[src/sprite_sheet_frame_animator_top_assert.svh]
// Assertion macros for the sprite sheet frame animator.
// Expects a clock named clk and an active low reset named arst_n in scope.
`ifndef SPRITE_SHEET_FRAME_ANIMATOR_TOP_ASSERT_SVH
`define SPRITE_SHEET_FRAME_ANIMATOR_TOP_ASSERT_SVH

// Same-cycle implication.
`define SSFA_ASSERT_IMP(lbl, ante, cons, msg) \
	lbl: assert property (@(posedge clk) disable iff (!arst_n) (ante) |-> (cons)) \
		else $error(msg);

// Next-cycle implication.
`define SSFA_ASSERT_NXT(lbl, ante, cons, msg) \
	lbl: assert property (@(posedge clk) disable iff (!arst_n) (ante) |=> (cons)) \
		else $error(msg);

`endif

[src/ssfa_pkg.sv]
// Shared types and constants of the sprite sheet frame animator.
// Used by every module of the block; depends on nothing.
package ssfa_pkg;

	localparam int FRAME_INDEX_BITS = 8;
	localparam int DIM_W = 12;
	localparam int LIN_W = FRAME_INDEX_BITS + DIM_W;
	localparam int DIV_CNT_W = $clog2(LIN_W);
	localparam int FCMP_W = (FRAME_INDEX_BITS + 1 > 8) ? FRAME_INDEX_BITS + 1 : 8;
	localparam int QUEUE_DEPTH = 4;
	localparam int QPTR_W = $clog2(QUEUE_DEPTH);
	localparam int QCNT_W = $clog2(QUEUE_DEPTH + 1);
	localparam int CFG_INDEX_W = 3;
	localparam int CFG_DATA_W = 16;

	typedef logic [FRAME_INDEX_BITS-1:0] frame_t;
	typedef logic [FRAME_INDEX_BITS:0] frame_inc_t;
	typedef logic [FCMP_W-1:0] fcmp_t;
	typedef logic [DIM_W-1:0] dim_t;
	typedef logic [LIN_W-1:0] lin_t;
	typedef logic [DIM_W+LIN_W-1:0] prod_t;
	typedef logic signed [15:0] pos_t;

	typedef enum logic [1:0] {
		KIND_TICK    = 2'd0,
		KIND_SELECT  = 2'd1,
		KIND_SET_POS = 2'd2,
		KIND_RENDER  = 2'd3
	} kind_t;

	typedef enum logic [CFG_INDEX_W-1:0] {
		REG_FRAME_COUNT     = 3'd0,
		REG_TICKS_PER_FRAME = 3'd1,
		REG_FRAME_WIDTH     = 3'd2,
		REG_FRAME_HEIGHT    = 3'd3,
		REG_SHEET_WIDTH     = 3'd4
	} cfg_reg_t;

	typedef struct packed {
		logic [7:0]  frame_count;
		logic [15:0] ticks_per_frame;
		dim_t        frame_width;
		dim_t        frame_height;
		dim_t        sheet_width;
	} cfg_t;

	typedef struct packed {
		frame_t frame;
		pos_t   pos_x;
		pos_t   pos_y;
	} item_t;

endpackage

[src/sprite_sheet_frame_animator_top.sv]
// Each item passes the queue, then the back part's multiply, bit-serial divide (one
// bit per cycle of the 20-bit sheet offset by the sheet width) and scale; the back part
// takes no new item until idle again, and the front takes up to four items ahead.
// Reset clears the animation state and queue, and sets every config register to 1.
// No clearing pass is needed after reset.
`include "sprite_sheet_frame_animator_top_assert.svh"

module sprite_sheet_frame_animator_top (
	input  logic                               clk,
	input  logic                               arst_n,
	input  logic                               cfg_wr_en,
	input  logic [ssfa_pkg::CFG_INDEX_W-1:0]   cfg_index,
	input  logic [ssfa_pkg::CFG_DATA_W-1:0]    cfg_wdata,
	input  logic                               in_valid,
	output logic                               in_ready,
	input  logic [1:0]                         kind,
	input  logic [7:0]                         frame_value,
	input  logic signed [15:0]                 new_x,
	input  logic signed [15:0]                 new_y,
	output logic                               out_valid,
	input  logic                               out_ready,
	output logic [7:0]                         frame_index,
	output logic [11:0]                        source_x,
	output logic [31:0]                        source_y,
	output logic signed [15:0]                 dest_x,
	output logic signed [15:0]                 dest_y
);

	ssfa_pkg::cfg_t   cfg_q;
	ssfa_pkg::item_t  push_item, head_item;
	logic             push, pop, q_full, q_empty;
	logic             sel_push;
	ssfa_pkg::frame_t sel_frame;

	assign sel_push = push && (kind == ssfa_pkg::KIND_SELECT);
	assign sel_frame = ssfa_pkg::frame_t'(frame_value);

	always_ff @(posedge clk or negedge arst_n) begin
		if (!arst_n) begin
			cfg_q.frame_count <= 8'd1;
			cfg_q.ticks_per_frame <= 16'd1;
			cfg_q.frame_width <= 12'd1;
			cfg_q.frame_height <= 12'd1;
			cfg_q.sheet_width <= 12'd1;
		end else if (cfg_wr_en) begin
			case (ssfa_pkg::cfg_reg_t'(cfg_index))
				ssfa_pkg::REG_FRAME_COUNT: cfg_q.frame_count <= cfg_wdata[7:0];
				ssfa_pkg::REG_TICKS_PER_FRAME: cfg_q.ticks_per_frame <= cfg_wdata;
				ssfa_pkg::REG_FRAME_WIDTH: cfg_q.frame_width <= cfg_wdata[11:0];
				ssfa_pkg::REG_FRAME_HEIGHT: cfg_q.frame_height <= cfg_wdata[11:0];
				ssfa_pkg::REG_SHEET_WIDTH: cfg_q.sheet_width <= cfg_wdata[11:0];
				default: begin
				end
			endcase
		end
	end

	ssfa_front u_front (
		.clk         (clk),
		.arst_n      (arst_n),
		.cfg         (cfg_q),
		.in_valid    (in_valid),
		.in_ready    (in_ready),
		.kind        (kind),
		.frame_value (frame_value),
		.new_x       (new_x),
		.new_y       (new_y),
		.q_full      (q_full),
		.push        (push),
		.push_item   (push_item)
	);

	ssfa_queue u_queue (
		.clk       (clk),
		.arst_n    (arst_n),
		.push      (push),
		.push_item (push_item),
		.pop       (pop),
		.head_item (head_item),
		.full      (q_full),
		.empty     (q_empty)
	);

	ssfa_back u_back (
		.clk         (clk),
		.arst_n      (arst_n),
		.cfg         (cfg_q),
		.q_empty     (q_empty),
		.head_item   (head_item),
		.pop         (pop),
		.out_valid   (out_valid),
		.out_ready   (out_ready),
		.frame_index (frame_index),
		.source_x    (source_x),
		.source_y    (source_y),
		.dest_x      (dest_x),
		.dest_y      (dest_y)
	);

	`SSFA_ASSERT_IMP(a_no_push_when_full, push, !q_full, "Queue written while full.")
	`SSFA_ASSERT_IMP(a_no_pop_when_empty, pop, !q_empty, "Queue read while empty.")
	`SSFA_ASSERT_IMP(a_select_snapshot, sel_push, push_item.frame == sel_frame, "Frame lost.")

endmodule

[src/ssfa_front.sv]
// Front part: accepts input items, updates the animation state and
// queues a snapshot of it per item. Depends on ssfa_pkg.
module ssfa_front (
	input  logic                 clk,
	input  logic                 arst_n,
	input  ssfa_pkg::cfg_t       cfg,
	input  logic                 in_valid,
	output logic                 in_ready,
	input  logic [1:0]           kind,
	input  logic [7:0]           frame_value,
	input  logic signed [15:0]   new_x,
	input  logic signed [15:0]   new_y,
	input  logic                 q_full,
	output logic                 push,
	output ssfa_pkg::item_t      push_item
);

	logic [15:0]         tick_q, tick_d, tick_inc;
	ssfa_pkg::frame_t    frame_q, frame_d;
	ssfa_pkg::frame_inc_t frame_inc;
	ssfa_pkg::pos_t      pos_x_q, pos_y_q, pos_x_d, pos_y_d;
	logic                wrap;

	assign in_ready = !q_full;
	assign push = in_valid && in_ready;

	always_comb begin
		tick_inc = tick_q + 16'd1;
		frame_inc = ssfa_pkg::frame_inc_t'(frame_q) + ssfa_pkg::frame_inc_t'(1);
		wrap = frame_inc[ssfa_pkg::FRAME_INDEX_BITS] ||
			(ssfa_pkg::fcmp_t'(frame_inc) >= ssfa_pkg::fcmp_t'(cfg.frame_count));
		tick_d = tick_q;
		frame_d = frame_q;
		pos_x_d = pos_x_q;
		pos_y_d = pos_y_q;
		case (kind)
			ssfa_pkg::KIND_TICK: begin
				if (tick_inc >= cfg.ticks_per_frame) begin
					tick_d = 16'd0;
					frame_d = wrap ? '0 : ssfa_pkg::frame_t'(frame_inc);
				end else begin
					tick_d = tick_inc;
				end
			end
			ssfa_pkg::KIND_SELECT: begin
				frame_d = ssfa_pkg::frame_t'(frame_value);
			end
			ssfa_pkg::KIND_SET_POS: begin
				pos_x_d = new_x;
				pos_y_d = new_y;
			end
			default: begin
			end
		endcase
		push_item.frame = frame_d;
		push_item.pos_x = pos_x_d;
		push_item.pos_y = pos_y_d;
	end

	always_ff @(posedge clk or negedge arst_n) begin
		if (!arst_n) begin
			tick_q <= '0;
			frame_q <= '0;
			pos_x_q <= '0;
			pos_y_q <= '0;
		end else if (push) begin
			tick_q <= tick_d;
			frame_q <= frame_d;
			pos_x_q <= pos_x_d;
			pos_y_q <= pos_y_d;
		end
	end

endmodule

[src/ssfa_queue.sv]
// Short queue of state snapshots between the front and back parts.
// Depends on ssfa_pkg for the entry type and depth.
module ssfa_queue (
	input  logic            clk,
	input  logic            arst_n,
	input  logic            push,
	input  ssfa_pkg::item_t push_item,
	input  logic            pop,
	output ssfa_pkg::item_t head_item,
	output logic            full,
	output logic            empty
);

	ssfa_pkg::item_t                 mem_q [ssfa_pkg::QUEUE_DEPTH];
	logic [ssfa_pkg::QPTR_W-1:0]     wr_ptr_q, rd_ptr_q;
	logic [ssfa_pkg::QCNT_W-1:0]     count_q;

	assign full = (count_q == ssfa_pkg::QCNT_W'(ssfa_pkg::QUEUE_DEPTH));
	assign empty = (count_q == '0);
	assign head_item = mem_q[rd_ptr_q];

	always_ff @(posedge clk) begin
		if (push) begin
			mem_q[wr_ptr_q] <= push_item;
		end
	end

	always_ff @(posedge clk or negedge arst_n) begin
		if (!arst_n) begin
			wr_ptr_q <= '0;
			rd_ptr_q <= '0;
			count_q <= '0;
		end else begin
			if (push) begin
				wr_ptr_q <= wr_ptr_q + ssfa_pkg::QPTR_W'(1);
			end
			if (pop) begin
				rd_ptr_q <= rd_ptr_q + ssfa_pkg::QPTR_W'(1);
			end
			if (push && !pop) begin
				count_q <= count_q + ssfa_pkg::QCNT_W'(1);
			end else if (pop && !push) begin
				count_q <= count_q - ssfa_pkg::QCNT_W'(1);
			end
		end
	end

endmodule

[src/ssfa_back.sv]
// Back part: turns a queued frame into its sheet origin with a multiply,
// a bit-serial divide and a scale, then holds the result item. Uses ssfa_pkg.
module ssfa_back (
	input  logic               clk,
	input  logic               arst_n,
	input  ssfa_pkg::cfg_t     cfg,
	input  logic               q_empty,
	input  ssfa_pkg::item_t    head_item,
	output logic               pop,
	output logic               out_valid,
	input  logic               out_ready,
	output logic [7:0]         frame_index,
	output logic [11:0]        source_x,
	output logic [31:0]        source_y,
	output logic signed [15:0] dest_x,
	output logic signed [15:0] dest_y
);

	typedef enum logic [2:0] {
		ST_IDLE,
		ST_MUL,
		ST_DIV,
		ST_SCALE,
		ST_DONE
	} state_t;

	state_t                         state_q;
	ssfa_pkg::item_t                item_q;
	ssfa_pkg::lin_t                 lin_q;
	ssfa_pkg::dim_t                 div_q, rem_q, rem_next;
	logic [ssfa_pkg::DIM_W:0]       rem_shift;
	logic                           ge;
	logic [ssfa_pkg::DIV_CNT_W-1:0] cnt_q;
	logic [31:0]                    sy_q;
	ssfa_pkg::prod_t                prod;

	assign pop = (state_q == ST_IDLE) && !q_empty;

	always_comb begin
		rem_shift = {rem_q, lin_q[ssfa_pkg::LIN_W-1]};
		ge = rem_shift >= {1'b0, div_q};
		rem_next = ge ? ssfa_pkg::DIM_W'(rem_shift - {1'b0, div_q})
			: ssfa_pkg::DIM_W'(rem_shift);
		prod = ssfa_pkg::prod_t'(cfg.frame_height) * ssfa_pkg::prod_t'(lin_q);
	end

	always_ff @(posedge clk or negedge arst_n) begin
		if (!arst_n) begin
			state_q <= ST_IDLE;
			out_valid <= 1'b0;
			cnt_q <= '0;
		end else begin
			if (out_valid && out_ready && (state_q != ST_DONE)) begin
				out_valid <= 1'b0;
			end
			case (state_q)
				ST_IDLE: begin
					if (!q_empty) begin
						item_q <= head_item;
						state_q <= ST_MUL;
					end
				end
				ST_MUL: begin
					lin_q <= ssfa_pkg::lin_t'(item_q.frame) *
						ssfa_pkg::lin_t'(cfg.frame_width);
					div_q <= (cfg.sheet_width == '0) ? ssfa_pkg::dim_t'(1) : cfg.sheet_width;
					rem_q <= '0;
					cnt_q <= '0;
					state_q <= ST_DIV;
				end
				ST_DIV: begin
					rem_q <= rem_next;
					lin_q <= {lin_q[ssfa_pkg::LIN_W-2:0], ge};
					cnt_q <= cnt_q + ssfa_pkg::DIV_CNT_W'(1);
					if (cnt_q == ssfa_pkg::DIV_CNT_W'(ssfa_pkg::LIN_W - 1)) begin
						state_q <= ST_SCALE;
					end
				end
				ST_SCALE: begin
					sy_q <= 32'(prod);
					state_q <= ST_DONE;
				end
				ST_DONE: begin
					if (!out_valid || out_ready) begin
						out_valid <= 1'b1;
						frame_index <= 8'(item_q.frame);
						source_x <= rem_q;
						source_y <= sy_q;
						dest_x <= item_q.pos_x;
						dest_y <= item_q.pos_y;
						state_q <= ST_IDLE;
					end
				end
				default: begin
					state_q <= ST_IDLE;
				end
			endcase
		end
	end

endmodule

[config.mk]
export PLATFORM = sky130hd
export DESIGN_NAME = sprite_sheet_frame_animator_top
export DESIGN_NICKNAME = d
export VERILOG_FILES = /design/src/ssfa_pkg.sv /design/src/sprite_sheet_frame_animator_top.sv /design/src/ssfa_front.sv /design/src/ssfa_queue.sv /design/src/ssfa_back.sv
export VERILOG_INCLUDE_DIRS = /design/src /design/src/src
export SDC_FILE = /design/constraint.sdc
export NUM_CORES = 1
export LEC_CHECK = 0
export BUFFER_PORTS_ARGS = -buffer_cell sky130_fd_sc_hd__buf_2
export CORE_UTILIZATION = 35
export CTS_CLUSTER_SIZE = 14
export DETAILED_ROUTE_END_ITERATION = 10
export PLACE_DENSITY = 0.51
export SETUP_SLACK_MARGIN = 0.05
export SYNTH_ARGS = -nofsm -noshare
export SYNTH_HDL_FRONTEND = slang
export SYNTH_SLANG_ARGS = --single-unit
[constraint.sdc]
create_clock -name clk -period 13.5 [get_ports clk]
set_clock_uncertainty 0.05 [all_clocks]
set_input_delay 0 -clock clk [delete_from_list [all_inputs] [get_ports clk]]
set_output_delay 0 -clock clk [all_outputs]
set_load 0.005 [all_outputs]
==> results.md <==
* Worst endpoint required time at 13.77 ns
* Detailed placement HPWL at 47.0 mm
* EDFF count, synth at 360
* Buffers on Ports at 151
* TritonRoute pass-1 iters at 5
* Synth Net Count at 2934
* GR Overflow Total at 0
* Wirelength per Cell at 17.2 um
* Die area at 87400 um2
* Number of global-route vias before repair at 19800
* FMAX at 162 MHz
* DR DRC count at 0
* Compound-gate portion of the synthesized area at 5.83%
* Maximum root-to-sink buffer count at 3
* Die height at 296 um
* Status: finished, final reports clean
* Commonest non-fill, non-tap cell in the layout: edfxtp_1
* Core area at 85300 um2
* WL final at 66.5 mm
* Final hold violation count at 0
* Row Count at 107
* Overall routing resource usage at 15.6%
* Final ANT Viol Nets at 0
* Ports at 152
* Mux cell area share after synthesis at 7.01%
* Worst-path fanout max at 21
* Clock Tree Root: clkbuf_16
* Unrepaired setup endpoints after global routing: no
* CTS tree: built
* Post-Synth Simple-Gate Area at 10.5%
* Gpl congestion at 0.864
* Routed vias/inst at 4.80
* Ys Warns at 0
* Clock latency at the later pin of the worst-skew pair at 0.63 ns
* DR iter-0 viols at 790
* Antenna diodes at 0
* Final setup TNS at 0 ns
* WP data arrival at 6.44 ns
* Hold Crit Class: input port to register
* Via count at 18600
* Largest net degree at the start of global routing at 62
* Initial core utilization at 35.4%
* Antenna violations before repair at 0
* Share of cells above drive strength 1 at 16.1%
* Adder-cell share of the synthesized area at 22.4%
* Synth Instances at 2472
* Setup crit start kind: register
* Num CTS Buffers at 57
* R2R cell count at 17
* WS Path Type: register to register
* Post-synthesis share of cell area spent on xor and xnor gates at 1.89%
* Die Wd at 296 um
* Final Max Tran Viols at 0
* Worst setup EP type: register
* Worst-Margin Slew at 1.09 ns
* Post-synth cell types at 77
* Final setup fails at 0
* Hold Crit Depth at 4
* Largest family of logic cells by synthesized area: adder cells
* Most frequent cells in the layout: 360 x edfxtp_1, 329 x inv_1, 327 x nand2_1, 242 x fa_1, 154 x ha_1
* Final Net Count at 3144
* Average cell area after synthesis at 12.2 um2
* Clock transition at path regs at 0.06 ns
* Ys flop type: edfxtp_1
* Final Cycle Share at 45.7%
* Synth-to-Final Area Change at 16.1%
* Clock Sinks at 492
* Yosys reg bits at 492
* Max-cap violations at 0
* Cell Area, Synth at 30200 um2
* Slew HR at 26.8%
* Fraction of registers with async set/reset at 26.8%
* Post-synthesis sequential area ratio at 46.8%
* Crit path time final at 6.16 ns
* First-pass GRT wire length at 108 mm
* CTS H-tree lvls at 2
* Hold WS at 0.0373 ns
==> synth_stat cells (3+ instances only) <==
cell      instances  area (um2)
o21a_1           16         120
nor4b_1           3        26.3
mux2_2          106        1190
xnor2_1          40         350
o21ai_0          95         475
buf_1            16        60.1
a31oi_1           4        25.0
mux4_2           40         901
nor2b_1          19         119
nor3b_1           4        30.0
nand4_1          15        93.8
fa_1            242        4840
nor2_1           52         195
nand2_1         327        1230
ha_1            154        1930
a21oi_1          45         225
a211o_1           4        35.0
a21o_1           15         113
inv_1           329        1230
and3_1           16         100
clkbuf_1         98         368
dfstp_2           5         131
xor2_1           25         219
nor4_1            7        43.8
and2_1          134         838
or3_1             8        50.1
o31a_1            6        52.6
a22o_1           10        87.6
nand4b_1          3        26.3
nor3_1           22         110
o221a_2           3        33.8
o31ai_1          11        82.6
a31o_2            4        35.0
dfrtp_1         127        3180
edfxtp_1        360       10800
nand2b_1         15        93.8
a211oi_1         11        82.6
nand3_1          23         115
o211ai_1          3        22.5
==> worst max-delay path, cell delays in order (launching register included) <==
cell and delay (ns):
dfrtp_1 0.79, nand2_1 0.18, fa_1 0.58, inv_1 0.06, fa_1 0.56, fa_1 0.44, fa_1 0.50, inv_1 0.05
fa_1 0.48, inv_1 0.04, ha_1 0.32, and2_4 0.17, a221o_1 0.34, a221o_1 0.41, a21o_2 0.26, o21ai_0 0.27
o21ai_0 0.18, xor2_1 0.16
==> logic make-up after synthesis <==
logic type | after synthesis
mux | 148
fa+ha+maj | 396
simple gates | 659
buf+inv | 447
flops | 492
xor+xnor | 65
compound gates | 265
==> layer usage <==
metal	vias to the layer above	track usage [%]	wire (um)
li1	8768	-	-
met1	9381	20.2	29600
met2	333	26.6	32600
met3	100	2.61	2700
met4	0	4.61	1650
met5	-	0	0
==> per-stage QoR <==
step                      instance area [um2]  instances  worst slack (ns)  utilization (%)
final                                   35000       3874              7.34             41.1
after global routing                    35000       3874              7.03             41.1
after CTS                               35000       3874              7.34             41.1
after detailed placement                32100       3672              7.40             37.7
after global placement                  32100       3672              7.51             37.7
after floorplan                         30200       2472              7.96                -
==> timing repair <==
item                                   in CTS  in global routing
resized for setup                           0                  0
hold buffers                               95                  0
setup buffers                               0                  0
endpoints found under the hold margin     377                  0
==> final timing paths <==
check,startpoint,endpoint,slack [ns]
worst max register to register,cfg_q[18],u_back.sy_q[25],7.34
worst min-delay path,kind[0],u_front.frame_q[4],0.04
worst min register to register,u_back.sy_q[9],u_back.source_y[9],0.32
max in group asynchronous,arst_n,u_front.tick_q[12],12.03
worst max-delay path,cfg_q[18],u_back.sy_q[25],7.34
min in group asynchronous,arst_n,u_front.pos_y_q[9],0.43
==> flip-flops by register name (all words and copies together) (netlist names) <==
signal,flops
cfg_q,60
u_back.cnt_q,5
u_back.dest_x,16
u_back.dest_y,16
u_back.div_q,12
u_back.frame_index,8
u_back.item_q,40
u_back.lin_q,20
u_back.out_valid,1
u_back.rem_q,12
u_back.source_x,12
u_back.source_y,32
u_back.state_q,3
u_back.sy_q,32
u_front.frame_q,8
u_front.pos_x_q,16
u_front.pos_y_q,16
u_front.tick_q,16
u_queue.count_q,3
u_queue.mem_q,160
u_queue.rd_ptr_q,2
u_queue.wr_ptr_q,2
==> layout make-up <==
cell class,instances,area (um2)
clock inverter,32,367
sequential,492,14100
multi-input combinational,1533,14400
clock buffer,75,1550
fill,8121,50300
timing repair buffer,268,1890
inverter,330,1240
tap,1144,1430
Power is left out: the tool's default activity adds up to more than one toggle a clock period on the data nets, which glitch-free logic cannot reach.
